`src/rfrp_pkg.sv`:
```
// Package for the RFID reader frame parser: types, codes and constants.
`default_nettype none
package rfrp_pkg;

    localparam int MAX_BUFFER_DEF = 1024;
    localparam int LEN_W          = 11;
    localparam int CFG_DATA_W     = 16;

    localparam logic [7:0] HEAD_BYTE   = 8'hA0;
    localparam logic [7:0] TAG_TYPE    = 8'h13;
    localparam logic [7:0] NODATA_TYPE = 8'h0A;
    localparam logic [7:0] SIG_BYTE2   = 8'h01;
    localparam logic [7:0] SIG_BYTE3   = 8'h8B;

    localparam logic [4:0] TAG_FRAME_LAST    = 5'd20;
    localparam logic [4:0] NODATA_FRAME_LAST = 5'd11;
    localparam logic [4:0] FRAME_BODY_START  = 5'd2;
    localparam logic [LEN_W-1:0] MIN_BUFFER  = 11'd12;
    localparam logic [LEN_W-1:0] POS_MAX     = 11'h7FF;

    localparam logic [15:0] READ_INTERVAL_RST    = 16'd10;
    localparam logic [7:0]  UNANSWERED_LIMIT_RST = 8'd20;

    typedef enum logic [0:0] {
        CMD_BYTE = 1'b0,
        CMD_TICK = 1'b1
    } t_cmd;

    typedef enum logic [0:0] {
        REG_READ_INTERVAL    = 1'b0,
        REG_UNANSWERED_LIMIT = 1'b1
    } t_reg_idx;

    typedef enum logic [1:0] {
        KIND_TAG  = 2'd0,
        KIND_READ = 2'd1,
        KIND_DISC = 2'd2
    } t_kind;

    typedef enum logic [3:0] {
        PH_HUNT = 4'b0001,
        PH_HEAD = 4'b0010,
        PH_TAG  = 4'b0100,
        PH_SKIP = 4'b1000
    } t_phase;

    typedef struct packed {
        t_kind       result_kind;
        logic [15:0] reader_id;
        logic [15:0] input_number;
        logic [31:0] tag_number;
        logic [7:0]  frame_checksum;
        logic        last_of_run;
    } t_result;

    // Up to two results handed from the parser to the output queue at once.
    typedef struct packed {
        logic [1:0] count;
        t_result    r0;
        t_result    r1;
    } t_push;

endpackage
`default_nettype wire

```
`src/rfrp_if.sv`:
```
// Channel interfaces: request input, result output and register write.
`default_nettype none
interface rfrp_req_if;
    logic                          valid;
    logic                          ready;
    logic                          command;
    logic                          link_up;
    logic [7:0]                    rx_byte;
    logic                          start_of_buffer;
    logic [rfrp_pkg::LEN_W-1:0]    buffer_length;

    modport source (output valid, command, link_up, rx_byte, start_of_buffer,
                    buffer_length, input ready);
    modport sink   (input valid, command, link_up, rx_byte, start_of_buffer,
                    buffer_length, output ready);
endinterface

interface rfrp_res_if;
    logic        valid;
    logic        ready;
    logic [1:0]  result_kind;
    logic [15:0] reader_id;
    logic [15:0] input_number;
    logic [31:0] tag_number;
    logic [7:0]  frame_checksum;
    logic        last_of_run;

    modport source (output valid, result_kind, reader_id, input_number, tag_number,
                    frame_checksum, last_of_run, input ready);
    modport sink   (input valid, result_kind, reader_id, input_number, tag_number,
                    frame_checksum, last_of_run, output ready);
endinterface

interface rfrp_cfg_if;
    logic                               valid;
    logic                               ready;
    logic                               index;
    logic [rfrp_pkg::CFG_DATA_W-1:0]    data;

    modport source (output valid, index, data, input ready);
    modport sink   (input valid, index, data, output ready);
endinterface
`default_nettype wire

```
`src/rfrp_core.sv`:
```
// Input register, frame parser, poll scheduler and configuration registers.
`default_nettype none
module rfrp_core #(
    parameter int MAX_BUFFER = rfrp_pkg::MAX_BUFFER_DEF
) (
    input  wire logic           i_clk,
    input  wire logic           i_rst_n,
    rfrp_req_if.sink            i_req,
    rfrp_cfg_if.sink            i_cfg,
    input  wire logic           i_space_ok,
    output rfrp_pkg::t_push     o_push
);

    localparam logic [rfrp_pkg::LEN_W-1:0] MAX_CLAMP =
        (MAX_BUFFER > 2047) ? rfrp_pkg::POS_MAX : rfrp_pkg::LEN_W'(MAX_BUFFER);

    // input register
    logic                          r_vld;
    logic                          r_cmd;
    logic                          r_link;
    logic [7:0]                    r_byte;
    logic                          r_start;
    logic [rfrp_pkg::LEN_W-1:0]    r_len;

    // configuration
    logic [15:0] r_interval;
    logic [7:0]  r_limit;

    // parser and scheduler state
    rfrp_pkg::t_phase              r_phase, n_phase;
    logic [4:0]                    r_off, n_off;
    logic [rfrp_pkg::LEN_W-1:0]    r_pos, n_pos;
    logic                          r_acc, n_acc;
    logic [15:0]                   r_rid, n_rid;
    logic [15:0]                   r_inp, n_inp;
    logic [31:0]                   r_tag, n_tag;
    logic [15:0]                   r_tick, n_tick;
    logic [7:0]                    r_unans, n_unans;
    logic                          r_ans, n_ans;

    logic proc;
    logic accept;

    // tick path terms
    logic [15:0] tc1;
    logic        fire;
    logic [7:0]  uc1;
    logic        disc;

    // byte path terms
    logic [rfrp_pkg::LEN_W-1:0] pos;
    logic [rfrp_pkg::LEN_W-1:0] eff;
    logic                       acc_a;
    logic                       acc_b;
    rfrp_pkg::t_phase           ph_a;
    logic [4:0]                 off_a;

    rfrp_pkg::t_result res_read;
    rfrp_pkg::t_result res_disc;
    rfrp_pkg::t_result res_tag;

    assign proc        = r_vld && i_space_ok;
    assign i_req.ready = !r_vld || i_space_ok;
    assign accept      = i_req.valid && i_req.ready;
    assign i_cfg.ready = 1'b1;

    always_ff @(posedge i_clk) begin
        if (!i_rst_n) begin
            r_vld <= 1'b0;
        end else if (accept) begin
            r_vld <= 1'b1;
        end else if (proc) begin
            r_vld <= 1'b0;
        end
    end

    always_ff @(posedge i_clk) begin
        if (accept) begin
            r_cmd   <= i_req.command;
            r_link  <= i_req.link_up;
            r_byte  <= i_req.rx_byte;
            r_start <= i_req.start_of_buffer;
            r_len   <= i_req.buffer_length;
        end
    end

    always_ff @(posedge i_clk) begin
        if (!i_rst_n) begin
            r_interval <= rfrp_pkg::READ_INTERVAL_RST;
            r_limit    <= rfrp_pkg::UNANSWERED_LIMIT_RST;
        end else if (i_cfg.valid) begin
            unique case (rfrp_pkg::t_reg_idx'(i_cfg.index))
                rfrp_pkg::REG_READ_INTERVAL:    r_interval <= i_cfg.data;
                rfrp_pkg::REG_UNANSWERED_LIMIT: r_limit    <= i_cfg.data[7:0];
                default: ;
            endcase
        end
    end

    always_ff @(posedge i_clk) begin
        if (!i_rst_n) begin
            r_phase <= rfrp_pkg::PH_HUNT;
            r_off   <= '0;
            r_pos   <= '0;
            r_acc   <= 1'b0;
            r_rid   <= '0;
            r_inp   <= '0;
            r_tag   <= '0;
            r_tick  <= 16'hFFFF;
            r_unans <= '0;
            r_ans   <= 1'b1;
        end else begin
            r_phase <= n_phase;
            r_off   <= n_off;
            r_pos   <= n_pos;
            r_acc   <= n_acc;
            r_rid   <= n_rid;
            r_inp   <= n_inp;
            r_tag   <= n_tag;
            r_tick  <= n_tick;
            r_unans <= n_unans;
            r_ans   <= n_ans;
        end
    end

    // Poll tick: saturating tick count, then unanswered-read bookkeeping.
    assign tc1  = (r_tick != 16'hFFFF) ? r_tick + 16'd1 : r_tick;
    assign fire = (tc1 >= r_interval);
    assign uc1  = !fire ? r_unans :
                  r_ans ? 8'd0 :
                  (r_unans != 8'hFF) ? r_unans + 8'd1 : r_unans;
    assign disc = (uc1 >= r_limit);

    // Received byte: position within buffer and buffer acceptance.
    assign pos   = r_start ? '0 : r_pos;
    assign eff   = (r_len > MAX_CLAMP) ? MAX_CLAMP : r_len;
    assign acc_a = r_start ? ((eff >= rfrp_pkg::MIN_BUFFER) && (r_byte == rfrp_pkg::HEAD_BYTE))
                           : r_acc;
    assign acc_b = acc_a && (eff >= rfrp_pkg::MIN_BUFFER)
                 && !((pos == 11'd2) && (r_byte != rfrp_pkg::SIG_BYTE2))
                 && !((pos == 11'd3) && (r_byte != rfrp_pkg::SIG_BYTE3));
    assign ph_a  = r_start ? rfrp_pkg::PH_HUNT : r_phase;
    assign off_a = r_start ? 5'd0 : r_off;

    always_comb begin
        res_read             = '0;
        res_read.result_kind = rfrp_pkg::KIND_READ;
        res_read.last_of_run = !disc;
        res_disc             = '0;
        res_disc.result_kind = rfrp_pkg::KIND_DISC;
        res_disc.last_of_run = 1'b1;
        res_tag.result_kind    = rfrp_pkg::KIND_TAG;
        res_tag.reader_id      = r_rid;
        res_tag.input_number   = r_inp;
        res_tag.tag_number     = r_tag;
        res_tag.frame_checksum = r_byte;
        res_tag.last_of_run    = 1'b1;
    end

    always_comb begin
        n_phase = r_phase;
        n_off   = r_off;
        n_pos   = r_pos;
        n_acc   = r_acc;
        n_rid   = r_rid;
        n_inp   = r_inp;
        n_tag   = r_tag;
        n_tick  = r_tick;
        n_unans = r_unans;
        n_ans   = r_ans;
        o_push  = '0;
        if (proc) begin
            if (rfrp_pkg::t_cmd'(r_cmd) == rfrp_pkg::CMD_TICK) begin
                if (r_link) begin
                    n_tick  = fire ? 16'd0 : tc1;
                    n_unans = disc ? 8'd0 : uc1;
                    if (fire) begin
                        n_ans = 1'b0;
                    end
                    priority if (fire && disc) begin
                        o_push.count = 2'd2;
                        o_push.r0    = res_read;
                        o_push.r1    = res_disc;
                    end else if (fire) begin
                        o_push.count = 2'd1;
                        o_push.r0    = res_read;
                    end else if (disc) begin
                        o_push.count = 2'd1;
                        o_push.r0    = res_disc;
                    end else begin
                        o_push.count = 2'd0;
                    end
                end
            end else begin
                n_pos   = (pos != rfrp_pkg::POS_MAX) ? pos + 11'd1 : pos;
                n_phase = ph_a;
                n_off   = off_a;
                n_acc   = acc_a;
                // drop bytes past the buffer end
                if (pos < eff) begin
                    n_acc = acc_b;
                    if ((pos == 11'd3) && (r_byte == rfrp_pkg::SIG_BYTE3) && acc_b) begin
                        n_ans = 1'b1;
                    end
                    unique case (ph_a)
                        rfrp_pkg::PH_HUNT: begin
                            if (r_byte == rfrp_pkg::HEAD_BYTE) begin
                                n_phase = rfrp_pkg::PH_HEAD;
                            end
                        end
                        rfrp_pkg::PH_HEAD: begin
                            priority if (r_byte == rfrp_pkg::TAG_TYPE) begin
                                n_phase = rfrp_pkg::PH_TAG;
                                n_off   = rfrp_pkg::FRAME_BODY_START;
                            end else if (r_byte == rfrp_pkg::NODATA_TYPE) begin
                                n_phase = rfrp_pkg::PH_SKIP;
                                n_off   = rfrp_pkg::FRAME_BODY_START;
                            end else if (r_byte != rfrp_pkg::HEAD_BYTE) begin
                                n_phase = rfrp_pkg::PH_HUNT;
                            end else begin
                                n_phase = rfrp_pkg::PH_HEAD;
                            end
                        end
                        rfrp_pkg::PH_TAG: begin
                            if ((off_a == 5'd2) || (off_a == 5'd3)) begin
                                n_rid = {r_rid[7:0], r_byte};
                            end else if ((off_a == 5'd4) || (off_a == 5'd5)) begin
                                n_inp = {r_inp[7:0], r_byte};
                            end else if ((off_a >= 5'd15) && (off_a <= 5'd18)) begin
                                n_tag = {r_tag[23:0], r_byte};
                            end
                            if (off_a >= rfrp_pkg::TAG_FRAME_LAST) begin
                                if (acc_b) begin
                                    o_push.count = 2'd1;
                                    o_push.r0    = res_tag;
                                end
                                n_phase = rfrp_pkg::PH_HUNT;
                                n_off   = '0;
                            end else begin
                                n_off = off_a + 5'd1;
                            end
                        end
                        rfrp_pkg::PH_SKIP: begin
                            if (off_a >= rfrp_pkg::NODATA_FRAME_LAST) begin
                                n_phase = rfrp_pkg::PH_HUNT;
                                n_off   = '0;
                            end else begin
                                n_off = off_a + 5'd1;
                            end
                        end
                        default: begin
                            n_phase = rfrp_pkg::PH_HUNT;
                        end
                    endcase
                end
            end
        end
    end

endmodule
`default_nettype wire

```
`src/rfrp_out_fifo.sv`:
```
// Four-entry result queue taking up to two results per cycle.
`default_nettype none
module rfrp_out_fifo (
    input  wire logic           i_clk,
    input  wire logic           i_rst_n,
    input  rfrp_pkg::t_push     i_push,
    output logic                o_space_ok,
    rfrp_res_if.source          o_res
);

    rfrp_pkg::t_result r_mem [4];
    logic [1:0]        r_wr, r_rd;
    logic [2:0]        r_cnt;
    logic              pop;
    logic [1:0]        wr1;

    assign pop        = o_res.valid && o_res.ready;
    assign o_space_ok = (r_cnt <= 3'd2);
    assign wr1        = r_wr + 2'd1;

    always_ff @(posedge i_clk) begin
        if (!i_rst_n) begin
            r_wr  <= '0;
            r_rd  <= '0;
            r_cnt <= '0;
        end else begin
            r_wr  <= r_wr + i_push.count;
            r_rd  <= r_rd + {1'b0, pop};
            r_cnt <= r_cnt + {1'b0, i_push.count} - {2'b0, pop};
        end
    end

    always_ff @(posedge i_clk) begin
        if (i_push.count != 2'd0) begin
            r_mem[r_wr] <= i_push.r0;
        end
        if (i_push.count == 2'd2) begin
            r_mem[wr1] <= i_push.r1;
        end
    end

    assign o_res.valid          = (r_cnt != 3'd0);
    assign o_res.result_kind    = r_mem[r_rd].result_kind;
    assign o_res.reader_id      = r_mem[r_rd].reader_id;
    assign o_res.input_number   = r_mem[r_rd].input_number;
    assign o_res.tag_number     = r_mem[r_rd].tag_number;
    assign o_res.frame_checksum = r_mem[r_rd].frame_checksum;
    assign o_res.last_of_run    = r_mem[r_rd].last_of_run;

endmodule
`default_nettype wire

```
`src/rfrp_reader_frame_parser_top.sv`:
```
// Top level of the RFID reader frame parser and poll scheduler.
//
//  channel   dir  handshake       payload
//  i_req     in   valid / ready   command, link_up, rx_byte, start_of_buffer, buffer_length
//  o_res     out  valid / ready   result_kind, reader_id, input_number, tag_number,
//                                 frame_checksum, last_of_run
//  i_cfg     in   valid / ready   index (0 read_interval, 1 unanswered_limit), data
//
// One request per cycle while the queue has room: it is registered, then parsed, and its
// results (at most one for a byte, up to two for a poll tick) land in a four-entry queue.
// The parser stage holds while the queue has fewer than two free entries.
// Synchronous active-low reset; configuration writes are always ready.
`default_nettype none
module rfid_reader_frame_parser_top #(
    parameter int MAX_BUFFER = rfrp_pkg::MAX_BUFFER_DEF
) (
    input  wire logic   i_clk,
    input  wire logic   i_rst_n,
    rfrp_req_if.sink    i_req,
    rfrp_res_if.source  o_res,
    rfrp_cfg_if.sink    i_cfg
);

    rfrp_pkg::t_push push;
    logic            space_ok;

    rfrp_core #(
        .MAX_BUFFER (MAX_BUFFER)
    ) u_core (
        .i_clk      (i_clk),
        .i_rst_n    (i_rst_n),
        .i_req      (i_req),
        .i_cfg      (i_cfg),
        .i_space_ok (space_ok),
        .o_push     (push)
    );

    rfrp_out_fifo u_out (
        .i_clk      (i_clk),
        .i_rst_n    (i_rst_n),
        .i_push     (push),
        .o_space_ok (space_ok),
        .o_res      (o_res)
    );

endmodule
`default_nettype wire

```
`src/flat_wrapper.sv`:
```
// flat-port wrapper written by rule: the top's interface ports become plain ports
module rfid_reader_frame_parser_top_flat 
#(
    parameter int MAX_BUFFER = rfrp_pkg::MAX_BUFFER_DEF
)
  (i_clk, i_rst_n, i_req_valid, i_req_command, i_req_link_up, i_req_rx_byte, i_req_start_of_buffer, i_req_buffer_length, i_req_ready, o_res_valid, o_res_result_kind, o_res_reader_id, o_res_input_number, o_res_tag_number, o_res_frame_checksum, o_res_last_of_run, o_res_ready, i_cfg_valid, i_cfg_index, i_cfg_data, i_cfg_ready);
  rfrp_req_if i_req_i ();
  rfrp_res_if o_res_i ();
  rfrp_cfg_if i_cfg_i ();
  input  wire logic i_clk;
  input  wire logic i_rst_n;
  input wire logic [$bits(i_req_i.valid)-1:0] i_req_valid;
  input wire logic [$bits(i_req_i.command)-1:0] i_req_command;
  input wire logic [$bits(i_req_i.link_up)-1:0] i_req_link_up;
  input wire logic [$bits(i_req_i.rx_byte)-1:0] i_req_rx_byte;
  input wire logic [$bits(i_req_i.start_of_buffer)-1:0] i_req_start_of_buffer;
  input wire logic [$bits(i_req_i.buffer_length)-1:0] i_req_buffer_length;
  output wire logic [$bits(i_req_i.ready)-1:0] i_req_ready;
  output wire logic [$bits(o_res_i.valid)-1:0] o_res_valid;
  output wire logic [$bits(o_res_i.result_kind)-1:0] o_res_result_kind;
  output wire logic [$bits(o_res_i.reader_id)-1:0] o_res_reader_id;
  output wire logic [$bits(o_res_i.input_number)-1:0] o_res_input_number;
  output wire logic [$bits(o_res_i.tag_number)-1:0] o_res_tag_number;
  output wire logic [$bits(o_res_i.frame_checksum)-1:0] o_res_frame_checksum;
  output wire logic [$bits(o_res_i.last_of_run)-1:0] o_res_last_of_run;
  input wire logic [$bits(o_res_i.ready)-1:0] o_res_ready;
  input wire logic [$bits(i_cfg_i.valid)-1:0] i_cfg_valid;
  input wire logic [$bits(i_cfg_i.index)-1:0] i_cfg_index;
  input wire logic [$bits(i_cfg_i.data)-1:0] i_cfg_data;
  output wire logic [$bits(i_cfg_i.ready)-1:0] i_cfg_ready;
  assign i_req_i.valid = i_req_valid;
  assign i_req_i.command = i_req_command;
  assign i_req_i.link_up = i_req_link_up;
  assign i_req_i.rx_byte = i_req_rx_byte;
  assign i_req_i.start_of_buffer = i_req_start_of_buffer;
  assign i_req_i.buffer_length = i_req_buffer_length;
  assign i_req_ready = i_req_i.ready;
  assign o_res_valid = o_res_i.valid;
  assign o_res_result_kind = o_res_i.result_kind;
  assign o_res_reader_id = o_res_i.reader_id;
  assign o_res_input_number = o_res_i.input_number;
  assign o_res_tag_number = o_res_i.tag_number;
  assign o_res_frame_checksum = o_res_i.frame_checksum;
  assign o_res_last_of_run = o_res_i.last_of_run;
  assign o_res_i.ready = o_res_ready;
  assign i_cfg_i.valid = i_cfg_valid;
  assign i_cfg_i.index = i_cfg_index;
  assign i_cfg_i.data = i_cfg_data;
  assign i_cfg_ready = i_cfg_i.ready;
  rfid_reader_frame_parser_top #(.MAX_BUFFER(MAX_BUFFER)) u_core (.i_clk(i_clk), .i_rst_n(i_rst_n), .i_req(i_req_i), .o_res(o_res_i), .i_cfg(i_cfg_i));
endmodule
```
`config.mk`:
```
export PLATFORM = sky130hd
export DESIGN_NAME = rfid_reader_frame_parser_top_flat
export DESIGN_NICKNAME = d
export VERILOG_FILES = /design/src/rfrp_pkg.sv /design/src/rfrp_if.sv /design/src/rfrp_core.sv /design/src/rfrp_out_fifo.sv /design/src/rfrp_reader_frame_parser_top.sv /design/src/flat_wrapper.sv
export SDC_FILE = /design/constraint.sdc
export NUM_CORES = 1
export LEC_CHECK = 0
export BUFFER_PORTS_ARGS = -buffer_cell sky130_fd_sc_hd__buf_2
export CAP_MARGIN = 0
export CORE_ASPECT_RATIO = 0.9
export CORE_MARGIN = 8
export CORE_UTILIZATION = 43
export DETAILED_ROUTE_END_ITERATION = 6
export HOLD_SLACK_MARGIN = 0.08
export SYNTH_ARGS = -nofsm -noshare
export SYNTH_HDL_FRONTEND = slang
export SYNTH_SLANG_ARGS = --single-unit
export TNS_END_PERCENT = 30
```
`constraint.sdc`:
```
create_clock -name i_clk -period 7.6 [get_ports i_clk]
set_input_delay 0 -clock i_clk [delete_from_list [all_inputs] [get_ports i_clk]]
set_output_delay 0 -clock i_clk [all_outputs]
set_load 0.005 [all_outputs]
```
After elaboration in Yosys (flattened, before gate mapping)
Memory sizes are Yosys's and may differ from the RTL's. A register that Yosys moved wholly into a read port is not among the register bits.
Index checks and enable logic that the tools add are counted.
- add/subtract/negate cells: 9
- multipliers: 0
- divide/modulo/power cells: 0
- magnitude comparators: 10
- eq/ne operators: 23
- shift-type cells: 0
- multiplexer cells: 52
- bitwise gates (word level): 4
- reduce and logical (&&, ||, !) cells: 33
- operator list (cell ; number):
    $mux 152 ; 2
    $mux 76 ; 4
    $mux 77 ; 3
    $mux 75 ; 3
    $mux 11 ; 3
    $mux 16 ; 2
    $mux 8 ; 4
    $mux 5 ; 6
    $mux 4 ; 7
    $ne 8x8->1 const B ; 3
    $eq 11x2->1 const B ; 2
    $add 16x1->16 const B ; 1
    $eq 8x8->1 const B ; 2
    $ge 16x16->1 ; 1
    $ne 16x16->1 const B ; 1
    $pmux 4 s4 ; 1
    $pmux 5 s3 ; 1
    $mux 1 ; 14
    $logic_and 1x1->1 ; 13
    $add 11x1->11 const B ; 1
    $ge 11x4->1 const B ; 1
    $gt 11x11->1 const B ; 1
    $lt 11x11->1 ; 1
    $ne 11x11->1 const B ; 1
    34 further kinds ; 53
- register bits after elaboration: 164
- bits in latches: 0
- memory bits (writable): 300
- memory bits (read-only): 0
- output and inout port bits: 78
- logic and storage cells: 153
- memories kept: 1
- memories (memory ; depth ; width ; read ports ; clocked after memory_dff ; write ports ; line ; RTL):
    u_core.u_out.r_mem ; 4 ; 75 ; 1 ; 1 ; 2 ; rfrp_out_fifo.sv:11 ; rfrp_pkg::t_result r_mem [4];

Logic depth before layout (Yosys ltp)
- depth after elaboration: 17
- mapped depth: 34
- gate-level depth less buffers: 32

By module
A second synthesis with hierarchy kept.
- cells, all modules: 1839
- area, all modules: 23930.5 um^2
- by module, submodules not included (module ; instances ; cells an instance ; area an instance (um^2) ; seq. area each (um^2)):
    rfrp_out_fifo ; 1 ; 770 ; 14865.5 ; 9148.8
    rfrp_core ; 1 ; 1069 ; 9064.9 ; 3363.2

Least setup slack after synthesis
OpenSTA, ideal clock, no wires.
- kind: register to register
- start: register u_core.u_core.r_tick[0]
- end: register u_core.u_out.r_cnt[2]
- data arrival time: 6.423 ns
- setup slack: 1.049 ns
- cell stages (with the launch flop): 33
- path buffers: 2
- cells stage by stage: dfxtp_1 -> ha_1 -> and2_1 -> and3_1 -> nand3_1 -> clkbuf_1 -> nand3_1 -> xnor2_1 -> ha_1 -> a211o_1 -> a21oi_1 -> o21ai_0 -> a2111oi_1 -> o21a_1 -> inv_2 -> clkbuf_1 -> a21oi_1 -> nor2_1 -> ha_1 -> a2111o_1 -> o31ai_1 -> inv_1 -> ha_1 -> inv_1 -> a21oi_1 -> ha_1 -> inv_1 -> ha_1 -> inv_1 -> fa_1 -> xnor2_1 -> xnor2_1 -> nor2_1
- word-level cells in the longest chain between the ends: 13
- elaborated cells on any way between the ends: 15
- ends and longest elaborated chain (what ; line ; RTL):
    from (decl) ; rfrp_core.sv:37 ; logic [15:0] r_tick, n_tick;
    from (signal assigned) ; rfrp_core.sv:120 ; r_tick <= n_tick;
    $add 16x1->16 / $ne 16x16->1 (equally long branches) ; rfrp_core.sv:127 ; assign tc1 = (r_tick != 16'hFFFF) ? r_tick + 16'd1 : r_tick;
    $mux 16 * ; rfrp_core.sv:127 ;
    $ge 16x16->1 * ; rfrp_core.sv:128 ; assign fire = (tc1 >= r_interval);
    $mux 8 ; rfrp_core.sv:129 ; assign uc1 = !fire ? r_unans :
    $ge 8x8->1 ; rfrp_core.sv:132 ; assign disc = (uc1 >= r_limit);
    $mux 1 ; rfrp_core.sv:187 ; end else if (disc) begin
    $mux 77 ; rfrp_core.sv:184 ; end else if (fire) begin
    $mux 77 * ; rfrp_core.sv:180 ; priority if (fire && disc) begin
    $mux 152 * ; rfrp_core.sv:174 ; if (r_link) begin
    $mux 77 * ; rfrp_core.sv:173 ; if (rfrp_pkg::t_cmd'(r_cmd) == rfrp_pkg::CMD_TICK) begin
    $mux 152 * ; rfrp_core.sv:172 ; if (proc) begin
    $add 3x2->3 * ; rfrp_out_fifo.sv:29 ; r_cnt <= r_cnt + {1'b0, i_push.count} - {2'b0, pop};
    $sub 3x1->3 * ; rfrp_out_fifo.sv:29 ;
    to (signal assigned) ; rfrp_out_fifo.sv:29 ;
    to (decl) ; rfrp_out_fifo.sv:13 ; logic [2:0] r_cnt;
Every way passes the cells marked *; elsewhere a longest branch is shown, timed or not.
A chain may end at the register's enable or synchronous reset.

==> reports/metrics.cfg <==
[run_status]
status = completed

[drt]
drt_iter0_drc = 1003
first_pass_iters = 5
num_vias = 16560
wl_microns = 58680
antenna_left = 0
routedWlPerCell_microns = 20.10
drc = 0
drt-vias-per-instance = 5.673

[timing]
slew_headroom_pct = 21.47
fin_crit_ns = 7.080
setup-tns-final_ns = 0
fin_ws_ns = 0.5201
setup_viol = 0
timing.final.crit_share_pct = 93.16
drv_slew = 0
finalClockSkew_ns = 0.01980
rsz0062_at_grt = no
hold_viol_final = 0
fmax_mhz = 141.2
worst_pin_slew_ns = 1.176

[synth]
yosysSeqAreaShare_pct = 44.97
yosys-top-cells-count = dfxtp_1 (434), nand2_1 (337), mux2i_1 (272)
syn_inst = 2135
yosysMostFrequentCell = dfxtp_1
syn_area_sq_mm = 0.02132
synthArstFlopShare_pct = 0
ys_types = 76
postSynthAreaPerCell_sq_um = 9.987
yosysWarnings = 0
synth_nets = 2230
synth_top_area_share_pct = 40.75
yosysTopAreaCell = dfxtp_1
synth_edf_count = 30
synth_area_leaders = dfxtp_1 (41%), mux2i_1 (13%), mux4_2 (7.9%), nand2_1 (5.9%), edfxtp_1 (4.2%)
synthFlopType = dfxtp_1
ys_ff_latch = 464

[critical_path]
critical_path.most_common_cell = ha_1
crit_path_max_incr_delay_ns = 0.43
critical_path.endpoint_type = flip-flop
critical_path_class = reg -> reg
r2r_cells = 29
cp_max_fo = 22
crit_required_ns = 8.12
r2r_slack_ns = 0.52
cp_data_arrival_time_ns = 7.60
slowest_stage = a2111oi_1
timing.rr.end = u_core.u_out.r_mem[1][36]
r2r-start = u_core.u_core.r_tick[0]
startpoint_type = flip-flop

[global_routing]
grt_pass1_wl_microns = 93900
grt_pass1_vias = 17150
antenna_found_initial = 0
grt_usage_pct = 20.32
grt_start_max_net_pins = 90
grt-ovfl-total = 0

[placement]
place_ws_ns = 0.3144
gp_congestion = 0.8391
dp_hpwl_microns = 35700
io_buffer_count = 120

[power]
leakagePower_nw = 9.914
irDropWorstVdd_v = 0.0001683
p_per_area_mw_per_mm2 = 241.0

[clocking]
cts_tree = done
clk_path_buf_depth = 3
cts-htree-levels = 2
clk_pin_slew_ns = 0.06
numCtsBuffers = 49
clock-sinks = 464
clk_latency_ns = 0.61
cts_setup_buffers = 0
cts_root_buffer = clkbuf_16

[final_layout]
n_fill_cell = 4417
area_delta_synth_final_pct = 16.57
nets = 2344
drive_above_1_share_pct = 17.09
antenna_cells = 0
final_util_pct = 50.69

[floorplan]
num_rows = 77
die_area_sq_mm = 0.05698
fp.dieH_microns = 227.3
die_w_microns = 250.7
ioPinCount = 122
initial_core_util_pct = 43.48
coreArea_sq_mm = 0.04904

[run]
maxCapViolations = 0

[worst_hold_path]
min_to = u_core.u_core.r_start
worstHoldStart = i_req_start_of_buffer
hold_class = in -> reg
hold_path_depth = 2

==> what timing repair did <==
action / in CTS / in global routing
hold buffers: 74 / 0
gates resized for setup: 0 / 4
endpoints found under the hold margin: 66 / 0
endpoints found under the setup margin: 0 / 278
==> through the flow <==
stage | hold WS [ns] | power, mW | area (sq um) | cells
final | 0.1181 | 5.990 | 24860 | 2920
after global routing | 0.09176 | 6.237 | 24860 | 2920
after CTS | 0.08130 | 6.049 | 24840 | 2920
after detailed placement | 0.1786 | 3.399 | 22310 | 2756
after global placement | 0.1769 | 3.389 | 22310 | 2756
after floorplan | 0.09887 | 3.171 | 21320 | 2135
==> worst max-delay path by stage <==
stage	startpoint	endpoint	slack [ns]	cells after the start
after detailed placement	u_core.u_core.r_tick[0]	u_core.u_out.r_cnt[2]	0.31	31
after global routing	u_core.u_core.r_tick[0]	u_core.u_out.r_mem[1][57]	0.008	29
after CTS	u_core.u_core.r_tick[0]	u_core.u_out.r_cnt[2]	0.27	31
after floorplan	u_core.u_core.r_tick[0]	u_core.u_out.r_cnt[2]	1.05	32
final	u_core.u_core.r_tick[0]	u_core.u_out.r_mem[1][36]	0.52	29
after global placement	u_core.u_core.r_tick[0]	u_core.u_out.r_mem[0][0]	0.50	26
==> cells by family (layout without fill, tap and decap cells) <==
| group | count (synthesis) | count (layout) | share of synthesized area [%] |
|---|---|---|---|
| AOI/OAI and AO/OA | 343 | 343 | 10.08 |
| and+or+nand+nor | 689 | 689 | 15.46 |
| adders and majority gates | 51 | 51 | 3.028 |
| buffers and inverters | 219 | 372 | 4.847 |
| xor gates and xnor gates | 18 | 18 | 0.7394 |
| other | 1 | 1 | 0.01759 |
| muxes | 350 | 350 | 20.85 |
| DFF | 464 | 464 | 44.97 |
==> flip-flops by register name, summed over array words and instances (netlist names), 11 cells and up <==
signal	flops
u_core.u_out.r_mem	300
u_core.u_core.r_tag	32
u_core.u_core.r_inp	16
u_core.u_core.r_interval	16
u_core.u_core.r_rid	16
u_core.u_core.r_tick	16
u_core.u_core.r_len	11
u_core.u_core.r_pos	11
==> cells in the final DEF, fill, tap and decap left out, types with 9 or more instances in the layout <==
cell           netlist  routed
o21ai_1             77      75
dfxtp_1            434     432
nor3_1              15      14
nand3_1             71      69
a21oi_1             71      70
clkbuf_16            0      51
nand4_1             20      20
o211ai_1            79      79
nand2b_1             9       9
dlygate4sd3_1        0      74
nor2_1             114     112
mux2i_1            272     272
nand2_1            337     333
buf_4                8      31
and2_1              13      12
inv_1               48      48
a21o_1               9       9
mux4_2              75      75
o21ai_0             46      46
nor2b_1             17      17
clkinv_2             0      11
nand3_2             40      41
buf_2               22     120
and3_1              11      11
ha_1                50      50
clkbuf_8             0      10
xnor2_1             17      17
edfxtp_1            30      30
==> report_power, final <==
group / switching [mW] / internal (mW) / leakage (nW) / total, mW
logic: 0.437 / 0.338 / 5.24 / 0.774
clock network: 1.04 / 1.57 / 0.877 / 2.62
registers: 0.0997 / 2.50 / 3.80 / 2.60
==> layout make-up <==
class	count	area (sq um)	share of cell area [%]
Tap cell	632	790.8	3.181
Sequential cell	464	9597	38.61
Inverter	51	192.7	0.7752
Timing Repair Buffer	231	1694	6.816
Clock buffer	67	1436	5.779
Multi-Input combinational cell	1452	10790	43.42
Clock inverter	23	352.8	1.420
==> critical path, delay by kind of cell, from the launching register on <==
family | cells | cell delay [ns]
compound gates | 10 | 2.37
xor+xnor | 1 | 0.16
fa+ha+maj | 4 | 0.98
buf+inv | 7 | 1.54
flops | 1 | 0.41
mux | 1 | 0.28
simple gates | 6 | 1.24
==> metal layers <==
layer | vias up | GRT usage [%] | part of all wire, %
li1 | 7865 | - | -
met1 | 8225 | 26.48 | 46
met2 | 371 | 34.22 | 47
met3 | 103 | 3.184 | 4.6
met4 | 0 | 7.148 | 2.7
met5 | - | 0 | 0
Note: power is estimated with default switching activity, not from simulation.
